==> config.mk <==
export PLATFORM = sky130hd
export DESIGN_NAME = box_and_nal_length_deframer_flat
export DESIGN_NICKNAME = d
export VERILOG_FILES = /design/src/hdl/dfr_pkg.sv /design/src/hdl/dfr_in_if.sv /design/src/hdl/dfr_out_if.sv /design/src/hdl/dfr_cfg_if.sv /design/src/hdl/box_and_nal_length_deframer.sv /design/src/hdl/dfr_front.sv /design/src/hdl/dfr_queue.sv /design/src/flat_wrapper.sv
export SDC_FILE = /design/constraint.sdc
export NUM_CORES = 1
export LEC_CHECK = 0
export BUFFER_PORTS_ARGS = -buffer_cell sky130_fd_sc_hd__buf_2
export CORE_MARGIN = 2
export CORE_UTILIZATION = 35
export CTS_CLUSTER_DIAMETER = 80
export DETAILED_ROUTE_END_ITERATION = 8
export GPL_TIMING_DRIVEN = 1
export HOLD_SLACK_MARGIN = 0.06
export MAX_ROUTING_LAYER = met4
export PLACE_DENSITY_LB_ADDON = 0.12
export SLEW_MARGIN = 15
export SYNTH_ARGS = -nofsm -noshare
export SYNTH_HDL_FRONTEND = slang
export SYNTH_SLANG_ARGS = --single-unit
==> constraint.sdc <==
create_clock -name clk_i -period 11.7 [get_ports clk_i]
set_input_delay 2.925 -clock clk_i [delete_from_list [all_inputs] [get_ports clk_i]]
set_output_delay 2.925 -clock clk_i [all_outputs]
set_load 0.1 [all_outputs]
==> src/hdl/dfr_pkg.sv <==
// Shared types and constants for the box and NAL length deframer.
package dfr_pkg;

  localparam logic [31:0] NAL_TYPE_RESET = 32'h6D64_6174;  // 'mdat'
  localparam logic [31:0] BOX_HDR_BYTES  = 32'd8;
  localparam logic [31:0] NAL_LEN_BYTES  = 32'd4;
  localparam int unsigned QUEUE_DEPTH    = 2;

  typedef enum logic [2:0] {
    KIND_BOX_HDR = 3'd0,
    KIND_BOX_PAY = 3'd1,
    KIND_NAL_LEN = 3'd2,
    KIND_NAL_PAY = 3'd3,
    KIND_PAD     = 3'd4
  } kind_e;

  typedef enum logic [1:0] {
    ERR_NONE      = 2'd0,
    ERR_BOX_SIZE  = 2'd1,
    ERR_NAL_OVER  = 2'd2,
    ERR_SHORT_PFX = 2'd3
  } err_e;

  typedef struct packed {
    logic [7:0] data_byte;
    logic       file_start;
  } in_item_t;

  typedef struct packed {
    logic [7:0]  byte_value;
    kind_e       byte_kind;
    logic [31:0] current_box_type;
    logic [31:0] box_bytes_left;
    logic [31:0] nal_bytes_left;
    logic        box_header_done;
    logic        nal_header_done;
    logic        box_last;
    logic        nal_last;
    err_e        error_code;
  } out_item_t;

  typedef logic [31:0] cfg_word_t;

  // Handshake between the parser and the result queue.
  typedef struct packed {
    logic      valid;
    out_item_t item;
  } push_t;

endpackage

==> src/hdl/dfr_in_if.sv <==
// Byte input channel: valid/ready with one file byte per beat.
interface dfr_in_if;
  import dfr_pkg::*;
  logic     valid;
  logic     ready;
  in_item_t payload;
  modport source (output valid, output payload, input ready);
  modport sink   (input valid, input payload, output ready);
endinterface

==> src/hdl/dfr_out_if.sv <==
// Result channel: valid/ready with one classified byte per beat.
interface dfr_out_if;
  import dfr_pkg::*;
  logic      valid;
  logic      ready;
  out_item_t payload;
  modport source (output valid, output payload, input ready);
  modport sink   (input valid, input payload, output ready);
endinterface

==> src/hdl/dfr_cfg_if.sv <==
// Configuration write channel: container box type word.
interface dfr_cfg_if;
  import dfr_pkg::*;
  logic      valid;
  logic      ready;
  cfg_word_t payload;
  modport source (output valid, output payload, input ready);
  modport sink   (input valid, input payload, output ready);
endinterface

==> src/hdl/box_and_nal_length_deframer.sv <==
// Top level of the box and NAL length deframer.
//
// Takes a file one byte per beat on in_i and returns one result beat per byte
// on out_o, in order. Top-level boxes (32-bit big-endian size, 32-bit type)
// are walked and their payload counted off; inside a box whose type equals the
// container type written on cfg_i (reset 'mdat'), the payload is split into
// NAL units with 4-byte big-endian length prefixes. Each result carries the
// byte, its kind, the current box type, the bytes left in box and NAL, and
// start/end markers. Repairs are flagged in error_code: a box size below 8
// becomes a header-only box, a NAL length past the end of the box is clamped,
// and fewer than 4 bytes left for a NAL prefix are passed as padding. A byte
// with file_start set restarts the parser on it; the container type is kept.
// Throughput is one byte per clock while the result queue has room: all
// per-byte work (shift, compare, decrement) is combinational in the parser.
// A result is queued as its byte is accepted. A two-beat result queue
// decouples the sides; in_i.ready drops only while two results wait. cfg_i
// is always ready and must be written only while the block is idle.
module box_and_nal_length_deframer (
  input  logic        clk_i,
  input  logic        rst_ni,
  dfr_in_if.sink      in_i,
  dfr_out_if.source   out_o,
  dfr_cfg_if.sink     cfg_i
);
  import dfr_pkg::*;

  logic [31:0] nal_type_q;   // container box type
  push_t       push;         // parser result toward the queue
  logic        queue_ready;

  // configuration register, one write per beat
  assign cfg_i.ready = 1'b1;

  always_ff @(posedge clk_i or negedge rst_ni) begin
    if (!rst_ni) begin
      nal_type_q <= NAL_TYPE_RESET;
    end else if (cfg_i.valid) begin
      nal_type_q <= cfg_i.payload;
    end
  end

  // front end: parse state machine, one byte per cycle while the queue has room
  dfr_front u_front (
    .clk_i         (clk_i),
    .rst_ni        (rst_ni),
    .in_valid_i    (in_i.valid),
    .in_item_i     (in_i.payload),
    .in_ready_o    (in_i.ready),
    .nal_type_i    (nal_type_q),
    .queue_ready_i (queue_ready),
    .push_o        (push)
  );

  // back end: result queue drives the output channel
  dfr_queue u_queue (
    .clk_i       (clk_i),
    .rst_ni      (rst_ni),
    .push_i      (push),
    .ready_o     (queue_ready),
    .valid_o     (out_o.valid),
    .item_o      (out_o.payload),
    .pop_ready_i (out_o.ready)
  );

  // an accepted byte always has a result waiting next cycle
  a_result_follows: assert property (@(posedge clk_i) disable iff (!rst_ni)
    (in_i.valid && in_i.ready) |=> out_o.valid)
    else $error("accepted byte produced no result");

  // input backpressure only while results are pending
  a_stall_has_backlog: assert property (@(posedge clk_i) disable iff (!rst_ni)
    !in_i.ready |-> out_o.valid)
    else $error("input stalled with empty queue");

  // header-done flags only on the matching byte kinds; a NAL header sets nal_last exactly when its length is zero
  a_box_hdr_kind: assert property (@(posedge clk_i) disable iff (!rst_ni)
    (out_o.valid && out_o.payload.box_header_done) |->
      (out_o.payload.byte_kind == KIND_BOX_HDR))
    else $error("box header done on non-header byte");

  a_nal_hdr_kind: assert property (@(posedge clk_i) disable iff (!rst_ni)
    (out_o.valid && out_o.payload.nal_header_done) |->
      (out_o.payload.byte_kind == KIND_NAL_LEN && out_o.payload.nal_last ==
       (out_o.payload.nal_bytes_left == 32'd0)))
    else $error("NAL header done inconsistent");

endmodule

==> src/hdl/dfr_front.sv <==
// Parser front end: classifies each accepted byte and tracks box/NAL counters.
module dfr_front (
  input  logic              clk_i,
  input  logic              rst_ni,
  input  logic              in_valid_i,
  input  dfr_pkg::in_item_t in_item_i,
  output logic              in_ready_o,
  input  logic [31:0]       nal_type_i,
  input  logic              queue_ready_i,
  output dfr_pkg::push_t    push_o
);
  import dfr_pkg::*;

  typedef enum logic [2:0] {
    PH_HDR  = 3'd0,
    PH_PAY  = 3'd1,
    PH_NLEN = 3'd2,
    PH_NPAY = 3'd3,
    PH_PAD  = 3'd4
  } phase_e;

  phase_e      phase_q, phase_d, ph;
  logic [31:0] shift_q, shift_d, shift_c, shift_sh;
  logic [2:0]  cnt_q, cnt_d, cnt_c, cnt_inc;
  logic [31:0] btype_q, btype_d, btype_c;
  logic [31:0] brem_q, brem_d, brem_c, brem_dec, brem_new;
  logic [31:0] nrem_q, nrem_d, nrem_c, nrem_dec, nal_len;
  logic        innal_q, innal_d, innal_c, innal_new;
  logic        accept;
  out_item_t   res;

  assign in_ready_o = queue_ready_i;
  assign accept     = in_valid_i & queue_ready_i;

  always_comb begin
    // file_start clears the parse state before this byte is used
    ph      = phase_q;
    shift_c = shift_q;
    cnt_c   = cnt_q;
    btype_c = btype_q;
    brem_c  = brem_q;
    nrem_c  = nrem_q;
    innal_c = innal_q;
    if (in_item_i.file_start) begin
      ph      = PH_HDR;
      shift_c = '0;
      cnt_c   = '0;
      btype_c = '0;
      brem_c  = '0;
      nrem_c  = '0;
      innal_c = 1'b0;
    end
    if (ph == PH_NLEN && cnt_c == 3'd0 && brem_c < NAL_LEN_BYTES) begin
      ph = PH_PAD;
    end

    shift_sh  = {shift_c[23:0], in_item_i.data_byte};
    cnt_inc   = cnt_c + 3'd1;
    brem_dec  = brem_c - 32'd1;
    nrem_dec  = nrem_c - 32'd1;
    nal_len   = shift_sh;
    brem_new  = '0;
    innal_new = 1'b0;

    phase_d = ph;
    shift_d = shift_c;
    cnt_d   = cnt_c;
    btype_d = btype_c;
    brem_d  = brem_c;
    nrem_d  = nrem_c;
    innal_d = innal_c;

    res                 = '0;
    res.byte_value      = in_item_i.data_byte;
    res.byte_kind       = KIND_BOX_HDR;
    res.error_code      = ERR_NONE;

    unique case (ph)
      PH_PAY, PH_PAD: begin
        res.byte_kind      = (ph == PH_PAY) ? KIND_BOX_PAY : KIND_PAD;
        res.error_code     = (ph == PH_PAY) ? ERR_NONE : ERR_SHORT_PFX;
        brem_d             = brem_dec;
        res.box_bytes_left = brem_dec;
        if (brem_dec == 32'd0) begin
          res.box_last = 1'b1;
          phase_d      = PH_HDR;
        end
      end
      PH_NLEN: begin
        res.byte_kind      = KIND_NAL_LEN;
        shift_d            = shift_sh;
        cnt_d              = cnt_inc;
        brem_d             = brem_dec;
        res.box_bytes_left = brem_dec;
        if (cnt_inc == 3'd4) begin
          cnt_d               = 3'd0;
          res.nal_header_done = 1'b1;
          if (shift_sh > brem_dec) begin
            nal_len        = brem_dec;
            res.error_code = ERR_NAL_OVER;
          end
          nrem_d             = nal_len;
          res.nal_bytes_left = nal_len;
          if (nal_len == 32'd0) begin
            res.nal_last = 1'b1;
            if (brem_dec == 32'd0) begin
              res.box_last = 1'b1;
              phase_d      = PH_HDR;
            end else begin
              phase_d = PH_NLEN;
            end
          end else begin
            phase_d = PH_NPAY;
          end
        end
      end
      PH_NPAY: begin
        res.byte_kind      = KIND_NAL_PAY;
        nrem_d             = nrem_dec;
        brem_d             = brem_dec;
        res.nal_bytes_left = nrem_dec;
        res.box_bytes_left = brem_dec;
        if (nrem_dec == 32'd0) begin
          res.nal_last = 1'b1;
          if (brem_dec == 32'd0) begin
            res.box_last = 1'b1;
            phase_d      = PH_HDR;
          end else begin
            phase_d = PH_NLEN;
          end
        end
      end
      default: begin
        // box header, also unused phase codes
        phase_d = PH_HDR;
        shift_d = shift_sh;
        cnt_d   = cnt_inc;
        if (cnt_inc == 3'd4) begin
          brem_d = shift_sh;
        end else if (cnt_inc == 3'd0) begin
          btype_d             = shift_sh;
          res.box_header_done = 1'b1;
          innal_new           = (shift_sh == nal_type_i);
          innal_d             = innal_new;
          if (brem_c < BOX_HDR_BYTES) begin
            res.error_code = ERR_BOX_SIZE;
            brem_new       = '0;
          end else begin
            brem_new = brem_c - BOX_HDR_BYTES;
          end
          brem_d             = brem_new;
          res.box_bytes_left = brem_new;
          if (brem_new == 32'd0) begin
            res.box_last = 1'b1;
            phase_d      = PH_HDR;
          end else if (innal_new) begin
            phase_d = PH_NLEN;
          end else begin
            phase_d = PH_PAY;
          end
        end
      end
    endcase

    res.current_box_type = btype_d;
  end

  assign push_o.valid = accept;
  assign push_o.item  = res;

  always_ff @(posedge clk_i or negedge rst_ni) begin
    if (!rst_ni) begin
      phase_q <= PH_HDR;
      shift_q <= '0;
      cnt_q   <= '0;
      btype_q <= '0;
      brem_q  <= '0;
      nrem_q  <= '0;
      innal_q <= 1'b0;
    end else if (accept) begin
      phase_q <= phase_d;
      shift_q <= shift_d;
      cnt_q   <= cnt_d;
      btype_q <= btype_d;
      brem_q  <= brem_d;
      nrem_q  <= nrem_d;
      innal_q <= innal_d;
    end
  end

endmodule

==> src/hdl/dfr_queue.sv <==
// Two-entry result queue between the parser and the output channel.
module dfr_queue (
  input  logic                clk_i,
  input  logic                rst_ni,
  input  dfr_pkg::push_t      push_i,
  output logic                ready_o,
  output logic                valid_o,
  output dfr_pkg::out_item_t  item_o,
  input  logic                pop_ready_i
);
  import dfr_pkg::*;

  localparam int unsigned PtrW = $clog2(QUEUE_DEPTH);
  localparam int unsigned CntW = $clog2(QUEUE_DEPTH + 1);

  out_item_t       mem_q [QUEUE_DEPTH];
  logic [PtrW-1:0] wr_ptr_q, rd_ptr_q;
  logic [CntW-1:0] count_q, count_d;
  logic            push, pop;

  assign ready_o = (count_q != CntW'(QUEUE_DEPTH));
  assign valid_o = (count_q != '0);
  assign item_o  = mem_q[rd_ptr_q];
  assign push    = push_i.valid & ready_o;
  assign pop     = valid_o & pop_ready_i;

  always_comb begin
    count_d = count_q;
    if (push && !pop) begin
      count_d = count_q + CntW'(1);
    end else if (pop && !push) begin
      count_d = count_q - CntW'(1);
    end
  end

  always_ff @(posedge clk_i) begin
    if (push) begin
      mem_q[wr_ptr_q] <= push_i.item;
    end
  end

  always_ff @(posedge clk_i or negedge rst_ni) begin
    if (!rst_ni) begin
      wr_ptr_q <= '0;
      rd_ptr_q <= '0;
      count_q  <= '0;
    end else begin
      count_q <= count_d;
      if (push) begin
        wr_ptr_q <= (wr_ptr_q == PtrW'(QUEUE_DEPTH - 1)) ? '0 : wr_ptr_q + PtrW'(1);
      end
      if (pop) begin
        rd_ptr_q <= (rd_ptr_q == PtrW'(QUEUE_DEPTH - 1)) ? '0 : rd_ptr_q + PtrW'(1);
      end
    end
  end

endmodule
==> src/flat_wrapper.sv <==
// flat-port wrapper written by rule: the top's interface ports become plain ports
module box_and_nal_length_deframer_flat import dfr_pkg::*;
  (clk_i, rst_ni, in_i_valid, in_i_payload, in_i_ready, out_o_valid, out_o_payload, out_o_ready, cfg_i_valid, cfg_i_payload, cfg_i_ready);
  dfr_in_if in_i_i ();
  dfr_out_if out_o_i ();
  dfr_cfg_if cfg_i_i ();
  input  logic clk_i;
  input  logic rst_ni;
  input wire logic [$bits(in_i_i.valid)-1:0] in_i_valid;
  input wire logic [$bits(in_i_i.payload)-1:0] in_i_payload;
  output wire logic [$bits(in_i_i.ready)-1:0] in_i_ready;
  output wire logic [$bits(out_o_i.valid)-1:0] out_o_valid;
  output wire logic [$bits(out_o_i.payload)-1:0] out_o_payload;
  input wire logic [$bits(out_o_i.ready)-1:0] out_o_ready;
  input wire logic [$bits(cfg_i_i.valid)-1:0] cfg_i_valid;
  input wire logic [$bits(cfg_i_i.payload)-1:0] cfg_i_payload;
  output wire logic [$bits(cfg_i_i.ready)-1:0] cfg_i_ready;
  assign in_i_i.valid = in_i_valid;
  assign in_i_i.payload = in_i_payload;
  assign in_i_ready = in_i_i.ready;
  assign out_o_valid = out_o_i.valid;
  assign out_o_payload = out_o_i.payload;
  assign out_o_i.ready = out_o_ready;
  assign cfg_i_i.valid = cfg_i_valid;
  assign cfg_i_i.payload = cfg_i_payload;
  assign cfg_i_ready = cfg_i_i.ready;
  box_and_nal_length_deframer u_core (.clk_i(clk_i), .rst_ni(rst_ni), .in_i(in_i_i), .out_o(out_o_i), .cfg_i(cfg_i_i));
endmodule
==> flow_summary_export.csv, run 1 <==
group,metric,value,unit
synthesis,ys_ff_latch,388,
setup_path,critPathKind,"in2reg",
setup_path,arrival,9.81,ns
floorplanning,dieArea,0.0653,mm2
floorplanning,io_pins,162,
power_and_ir_drop,power_density,326,mW/mm2
clock_network,ctsResizeCount,0,
clock_network,cts_buffer_depth,3,
setup_path,r2r_end,"u_core.u_queue.mem_q[0][13]$_DFFE_PP_",
layout,nets,2427,
detailed_routing,ant_nets,0,
placement,dp.final_hpwl,60200,um
floorplanning,num_rows,92,
sta,finalHoldViolations,0,
floorplanning,initial_core_util,0.352,
setup_path,startpoint_type,"input pin",
power_and_ir_drop,power,8290,uW
min_path,hold_depth,2,
grt,grt.overflow.total,0,
sta,finClkSkew,0.0168,ns
layout,multi_input_area,0.0105,mm2
synthesis,synthFlopType,"edfxtp_1",
floorplanning,core,0.0629,mm2
layout,antenna_cells,0,
clock_network,postCtsSetupRepairBufs,0,
synthesis,synth_top_area_share,0.306,
grt,track_usage,0.267,
detailed_routing,route.detailed.drc,0,
layout,layout_common_cells,"nand2_1, edfxtp_1, buf_2",
clock_network,cts_tree,"yes",
setup_path,required,12.01,ns
sta,drv_slew,0,
detailed_routing,vias,18900,
synthesis,avgSynthCellArea,9.89,um2
grt,grt_pass1_vias,18400,
floorplanning,die_y,256,um
detailed_routing,viasPerCell,5.85,
min_path,hold_start,"u_core.u_front.btype_q[16]$_DFFE_PN0P_",
detailed_routing,totalWireLength,86400,um
sta,setup_viol_count_final,0,
synthesis,yosysUniqueCellTypes,87,
synthesis,yosys-top-cells-area,"edfxtp_1, dfrtp_1, mux2_2",
layout,drive_above_1_share,0.214,
synthesis,netlist_instances,2240,
clock_network,hold_buffers,0,
sta,rsz0062_at_grt,"false",
synthesis,yosysWarnings,0,
setup_path,r2r-start,"u_core.u_front.brem_q[3]$_DFFE_PN0P_",
layout,regArea,0.0109,mm2
sta,max_slew.worst_pin.slew,1.14,ns
flow_run,drv_cap,0,
sta,max_slew_margin,0.236,
sta,finalCritPeriodShare,0.812,
sta,min_period,9.50,ns
power_and_ir_drop,leakagePower,0.00987,uW
setup_path,worstSetupStartpoint,"in_i_payload[0]",
synthesis,synth_seq_area_share,0.490,
sta,hold_slack,0.476,ns
setup_path,crit_path_end_kind,"flip-flop",
min_path,hp-class,"reg2reg",
sta,setup_tns,0,ns
grt,antenna_found_initial,1,
setup_path,worstRegToRegCells,17,
synthesis,synth-async-reset-ratio,0.418,
layout,final_util,0.404,
detailed_routing,drt_pass1_iterations,6,
clock_network,cts_made_buffers,47,
clock_network,clk_pin_slew,0.06,ns
setup_path,crit_fanout,62,
layout,areaGrowthSynthToFinish,14.6,%
clock_network,clock-sinks,388,
clock_network,htreeDepth,2,
synthesis,yosys.area.top_type,"edfxtp_1",
detailed_routing,drt_iter0_drc,2172,
placement,portBuffers,160,
power_and_ir_drop,peakVddDrop,0.143,mV
synthesis,synth_area,0.0222,mm2
synthesis,syn_nets,2327,
sta,fmax,105,MHz
layout,nFillCells,6275,
grt,grt_max_degree,79,
clock_network,root_buffer,"clkbuf_16",
detailed_routing,routedWlPerCell,26.8,um
synthesis,synth-edff-count,226,
clock_network,clkLatencyLatePin,0.60,ns
setup_path,reg2reg_slack,5.03,ns
grt,grt_first_pass_wirelength,127000,um
outcome,status,"complete, no violations",
layout,layout_commonest_cell,"nand2_1",
min_path,min_delay_worst_endpoint,"u_core.u_front.btype_q[16]$_DFFE_PN0P_",
floorplanning,dieWidth,256,um
placement,gp_congestion,0.981,
sequential cells by signal, indices dropped and copies added, names as in the netlist:
name                     count
u_core.u_queue.mem_q       226
u_core.nal_type_q           32
u_core.u_front.brem_q       32
u_core.u_front.btype_q      32
u_core.u_front.nrem_q       32
u_core.u_front.shift_q      24
u_core.u_front.cnt_q         3
u_core.u_front.phase_q       3
u_core.u_queue.count_q       2
u_core.u_queue.rd_ptr_q      1
u_core.u_queue.wr_ptr_q      1
layout make-up:
type	instances	area share
sequential	388	0.428
multi-input combinational	1640	0.413
clock buffer	60	0.0502
timing repair buffer	218	0.0490
tap	846	0.0417
clock inverter	27	0.0112
inverter	45	0.00665
metal layers:
metal	wire, um	GRT usage	share of wire
met1	37900	0.355	0.44
met2	39500	0.414	0.46
met3	5380	0.0398	0.062
met4	3560	0.101	0.041
met5	0	-	0
through the flow:
step | cells | setup slack [ns] | area (um2)
CTS | 3224 | 2.44 | 25400
global placement | 3137 | 2.04 | 23800
detailed placement | 3137 | 1.83 | 23800
finish | 3224 | 2.20 | 25400
global route | 3224 | 1.80 | 25400
floorplan | 2240 | 2.86 | 22200
cells by family after synthesis:
kind of cell,share of synthesized area
AO/OA/AOI/OAI,0.147
XOR/XNOR,0.0313
buffers and inverters,0.0384
other,0.000169
multiplexers,0.0817
AND/OR/NAND/NOR,0.189
flip-flops,0.490
adder cells (fa/ha/maj),0.0232
synth_stat cells, drive strengths merged (10+ instances only):
library cell	count
or4	14
edfxtp	226
a31oi	26
mux2i	12
o21a	12
nand3	37
a22oi	12
ha	41
a21oi	133
and2	16
inv	45
or3	19
xor2	18
o211ai	17
and4	10
buf	45
nor2	147
o22ai	47
a21o	21
xnor2	56
nand2b	17
a211oi	18
nand4	40
o21ai	118
or2	14
o221ai	29
clkbuf	122
nor3	69
and3	10
mux2	150
dfrtp	147
nor4	49
nand2	357
dfstp	15
nor2b	26
critical path: stages:
cell,delay (ns)
buf_4,0.62
inv_2,0.42
nand2_1,0.28
ha_1,0.67
nor3b_1,0.58
nand3_1,0.17
xnor2_1,0.18
o21ai_0,0.56
ha_1,0.37
a21o_1,0.18
a21o_1,0.17
a21oi_1,0.15
o22ai_1,0.10
a2111oi_0,0.66
o211a_1,0.91
buf_4,0.35
nor3_1,0.08
a21oi_1,0.21
o22ai_1,0.14
how the worst max path moves through the flow:
stage / cells past startpoint / end / slack (ns)
final: 19 / u_core.u_queue.mem_q[0][13]$_DFFE_PP_ / 2.20
after global routing: 19 / u_core.u_queue.mem_q[0][15]$_DFFE_PP_ / 1.80
after CTS: 19 / u_core.u_queue.mem_q[0][9]$_DFFE_PP_ / 2.44
after detailed placement: 19 / u_core.u_queue.mem_q[0][7]$_DFFE_PP_ / 1.83
after global placement: 19 / u_core.u_queue.mem_q[0][9]$_DFFE_PP_ / 2.04
after floorplan: 4 / u_core.u_queue.mem_q[0][0]$_DFFE_PP_ / 2.86
report_power, final:
group / total (uW) / leakage [uW] / switching [uW] / internal (uW)
clock: 1480 / 0.000760 / 615 / 868
sequential: 2330 / 0.00421 / 411 / 1920
combinational: 4480 / 0.00490 / 3350 / 1130
total: 8290 / 0.00987 / 4370 / 3910
Power figures use the tool's default switching activity.
==> run 2, diff against run 1 <==
==> constraint.sdc (replaced) <==
create_clock -name clk_i -period 7.9 [get_ports clk_i]
set_input_delay 1.975 -clock clk_i [delete_from_list [all_inputs] [get_ports clk_i]]
set_output_delay 1.975 -clock clk_i [all_outputs]
set_load 0.1 [all_outputs]
==> run 2 against run 1 <==
  * Die area stayed put
  * Non-clock buffer count up 23
  * Largest cell class unchanged
  * Clock skew grew 0.00096 ns
  * Sequential power grew 48%
  * Via count grew 0.46%
  * Critical path type unchanged
  * First-iteration DRC count down 16%
  * Setup slack lost 0.67 ns
  * Clock power increased by 53%
  * Register-to-register slack worse by 2.9 ns
  * Hold slack lost 0.0066 ns
  * Cell count grew 0.71%
  * Sequential share of layout area down 0.49 points
==> flow_summary_export.csv, run 2 (same netlist as run 1, synthesis figures left out) <==
group,metric,value,unit
outcome,status,"complete, no violations",
setup_path,critical-path-top-delay-family,"compound AO/OA/AOI/OAI gates",
clock_network,cts_made_buffers,46,
sta,max_slew.worst_pin.slew,1.22,ns
clock_network,hold_buffers,0,
floorplanning,io_pins,162,
setup_path,crit_chain,"buf_4 > nand2b_1 > ha_1 > and2_0 > o21ai_2 > buf_4 > nor2_1 > o21ai_0 > inv_1 > ha_1 > nand4_1 > nor4_1 > buf_4 > nand2_1 > a311oi_1 > o2111ai_1 > inv_1 > buf_4 > nor3_1 > a21oi_1 > o22ai_1",
grt,track_usage,0.272,
sta,finalHoldViolations,0,
setup_path,crit_fanout,32,
setup_path,crit_path_end_kind,"flip-flop",
clock_network,htreeDepth,2,
sta,fmax,157,MHz
layout,largest_reg_flops,226,
sta,max_slew_margin,0.189,
layout,nets,2449,
power_and_ir_drop,leakagePower,0.0100,uW
flow_run,drv_cap,0,
layout,layout_common_cells,"nand2_1, edfxtp_1, buf_2",
layout,nFillCells,6188,
power_and_ir_drop,peakVddDrop,0.219,mV
detailed_routing,drt_iter0_drc,1826,
power_and_ir_drop,power,12500,uW
sta,min_period,6.37,ns
clock_network,ctsResizeCount,0,
clock_network,clock-sinks,388,
clock_network,root_buffer,"clkbuf_16",
clock_network,cts_buffer_depth,3,
detailed_routing,totalWireLength,87800,um
detailed_routing,vias,19000,
grt,grt_pass1_vias,18500,
setup_path,path_buf_inv,6,
grt,grt.overflow.total,0,
layout,final_util,0.409,
setup_path,arrival,6.68,ns
setup_path,critPathKind,"in2reg",
sta,setup_tns,0,ns
placement,place_area,0.0240,mm2
layout,max_flop_register,"u_core.u_queue.mem_q",
grt,grt_first_pass_wirelength,129000,um
clock_network,postCtsSetupRepairBufs,0,
detailed_routing,ant_nets,0,
floorplanning,dieWidth,256,um
power_and_ir_drop,power_density,485,mW/mm2
placement,gp_congestion,0.981,
sta,rsz0062_at_grt,"false",
setup_path,critical-path-max-stage-delay,0.58,ns
clock_network,clkLatencyLatePin,0.60,ns
grt,grt_max_degree,95,
sta,finClkSkew,0.0177,ns
floorplanning,die_y,256,um
detailed_routing,route.detailed.drc,0,
floorplanning,dieArea,0.0653,mm2
setup_path,startpoint_type,"input pin",
min_path,hp-class,"reg2reg",
detailed_routing,routedWlPerCell,27.0,um
setup_path,required,8.21,ns
sta,setup_viol_count_final,0,
clock_network,cts_tree,"yes",
layout,layout_commonest_cell,"nand2_1",
placement,portBuffers,160,
detailed_routing,viasPerCell,5.84,
clock_network,clk_pin_slew,0.06,ns
floorplanning,num_rows,92,
floorplanning,initial_core_util,0.352,
floorplanning,core,0.0629,mm2
grt,antenna_found_initial,3,
setup_path,crit_slowest_cell,"o21ai_0",
placement,dp.final_hpwl,61800,um
sta,finalCritPeriodShare,0.806,
layout,final_area,0.0257,mm2
setup_path,path_common_cell,"buf_4",
detailed_routing,drt_pass1_iterations,5,
layout,areaGrowthSynthToFinish,15.9,%
sta,drv_slew,0,
layout,drive_above_1_share,0.224,
==> run 2: cell count changes in the layout (fill, tap and decap cells not counted), moves of 2 or more <==
cell / before / now
clkinvlp_4: 3 / 1
inv_6: 4 / 0
clkinv_8: 1 / 4
buf_4: 59 / 79
clkinv_4: 0 / 4
clkinv_2: 6 / 8
clkinv_1: 6 / 2
bufinv_16: 4 / 6
buf_12: 0 / 3
==> run 2: area by class of cell <==
| class | instances | area [um2] | share of cell area |
|---|---|---|---|
| Antenna cell | 1 | 2.50 | 0.0000975 |
| Inverter | 45 | 169 | 0.00658 |
| Sequential cell | 388 | 10900 | 0.423 |
| Clock inverter | 27 | 377 | 0.0147 |
| Tap cell | 846 | 1060 | 0.0412 |
| Timing Repair Buffer | 241 | 1460 | 0.0567 |
| Multi-Input combinational cell | 1640 | 10500 | 0.409 |
| Clock buffer | 59 | 1260 | 0.0491 |
==> run 2: per-layer routing <==
layer  GRT usage  routed length, um
met1       0.364              38400
met4       0.109               3850
met3      0.0549               6560
met2       0.405              39000
met5           -                  0
==> run 2: through the flow <==
stage,std cells,hold WS [ns],setup WS [ns]
2_1_floorplan,2240,0.439,0.0112
3_3_place_gp,3160,0.452,1.21
3_5_place_dp,3160,0.457,1.11
4_1_cts,3246,0.470,1.71
5_1_grt,3247,0.496,1.20
6_report,3247,0.469,1.53
==> run 2: worst min-delay path, delay by kind of cell, from the launching register on <==
kind,cells,cell delay [ns]
DFF,1,0.34
and+or+nand+nor,2,0.10
==> run 2: power breakdown <==
group | leakage, uW | total (uW) | internal, uW | switching [uW]
logic | 0.00503 | 6730 | 1730 | 5000
registers | 0.00421 | 3460 | 2840 | 623
clock network | 0.000798 | 2270 | 1350 | 919
==> run 2: final timing paths <==
path                                                            start                                    end  slack, ns  depth (start not counted)
worst max-delay path                                  in_i_payload[0]  u_core.u_queue.mem_q[0][16]$_DFFE_PP_       1.53                         21
worst min-delay path              u_core.u_front.cnt_q[1]$_DFFE_PN0P_    u_core.u_front.cnt_q[1]$_DFFE_PN0P_       0.47                          2
worst max register to register  u_core.u_front.brem_q[15]$_DFFE_PN0P_  u_core.u_queue.mem_q[0][16]$_DFFE_PP_       2.14                         18
worst min register to register    u_core.u_front.cnt_q[1]$_DFFE_PN0P_    u_core.u_front.cnt_q[1]$_DFFE_PN0P_       0.47                          2
max in group asynchronous                                      rst_ni   u_core.u_front.brem_q[1]$_DFFE_PN0P_       5.12                          2
min in group asynchronous                                      rst_ni       u_core.nal_type_q[3]$_DFFE_PN0P_       1.37                          1
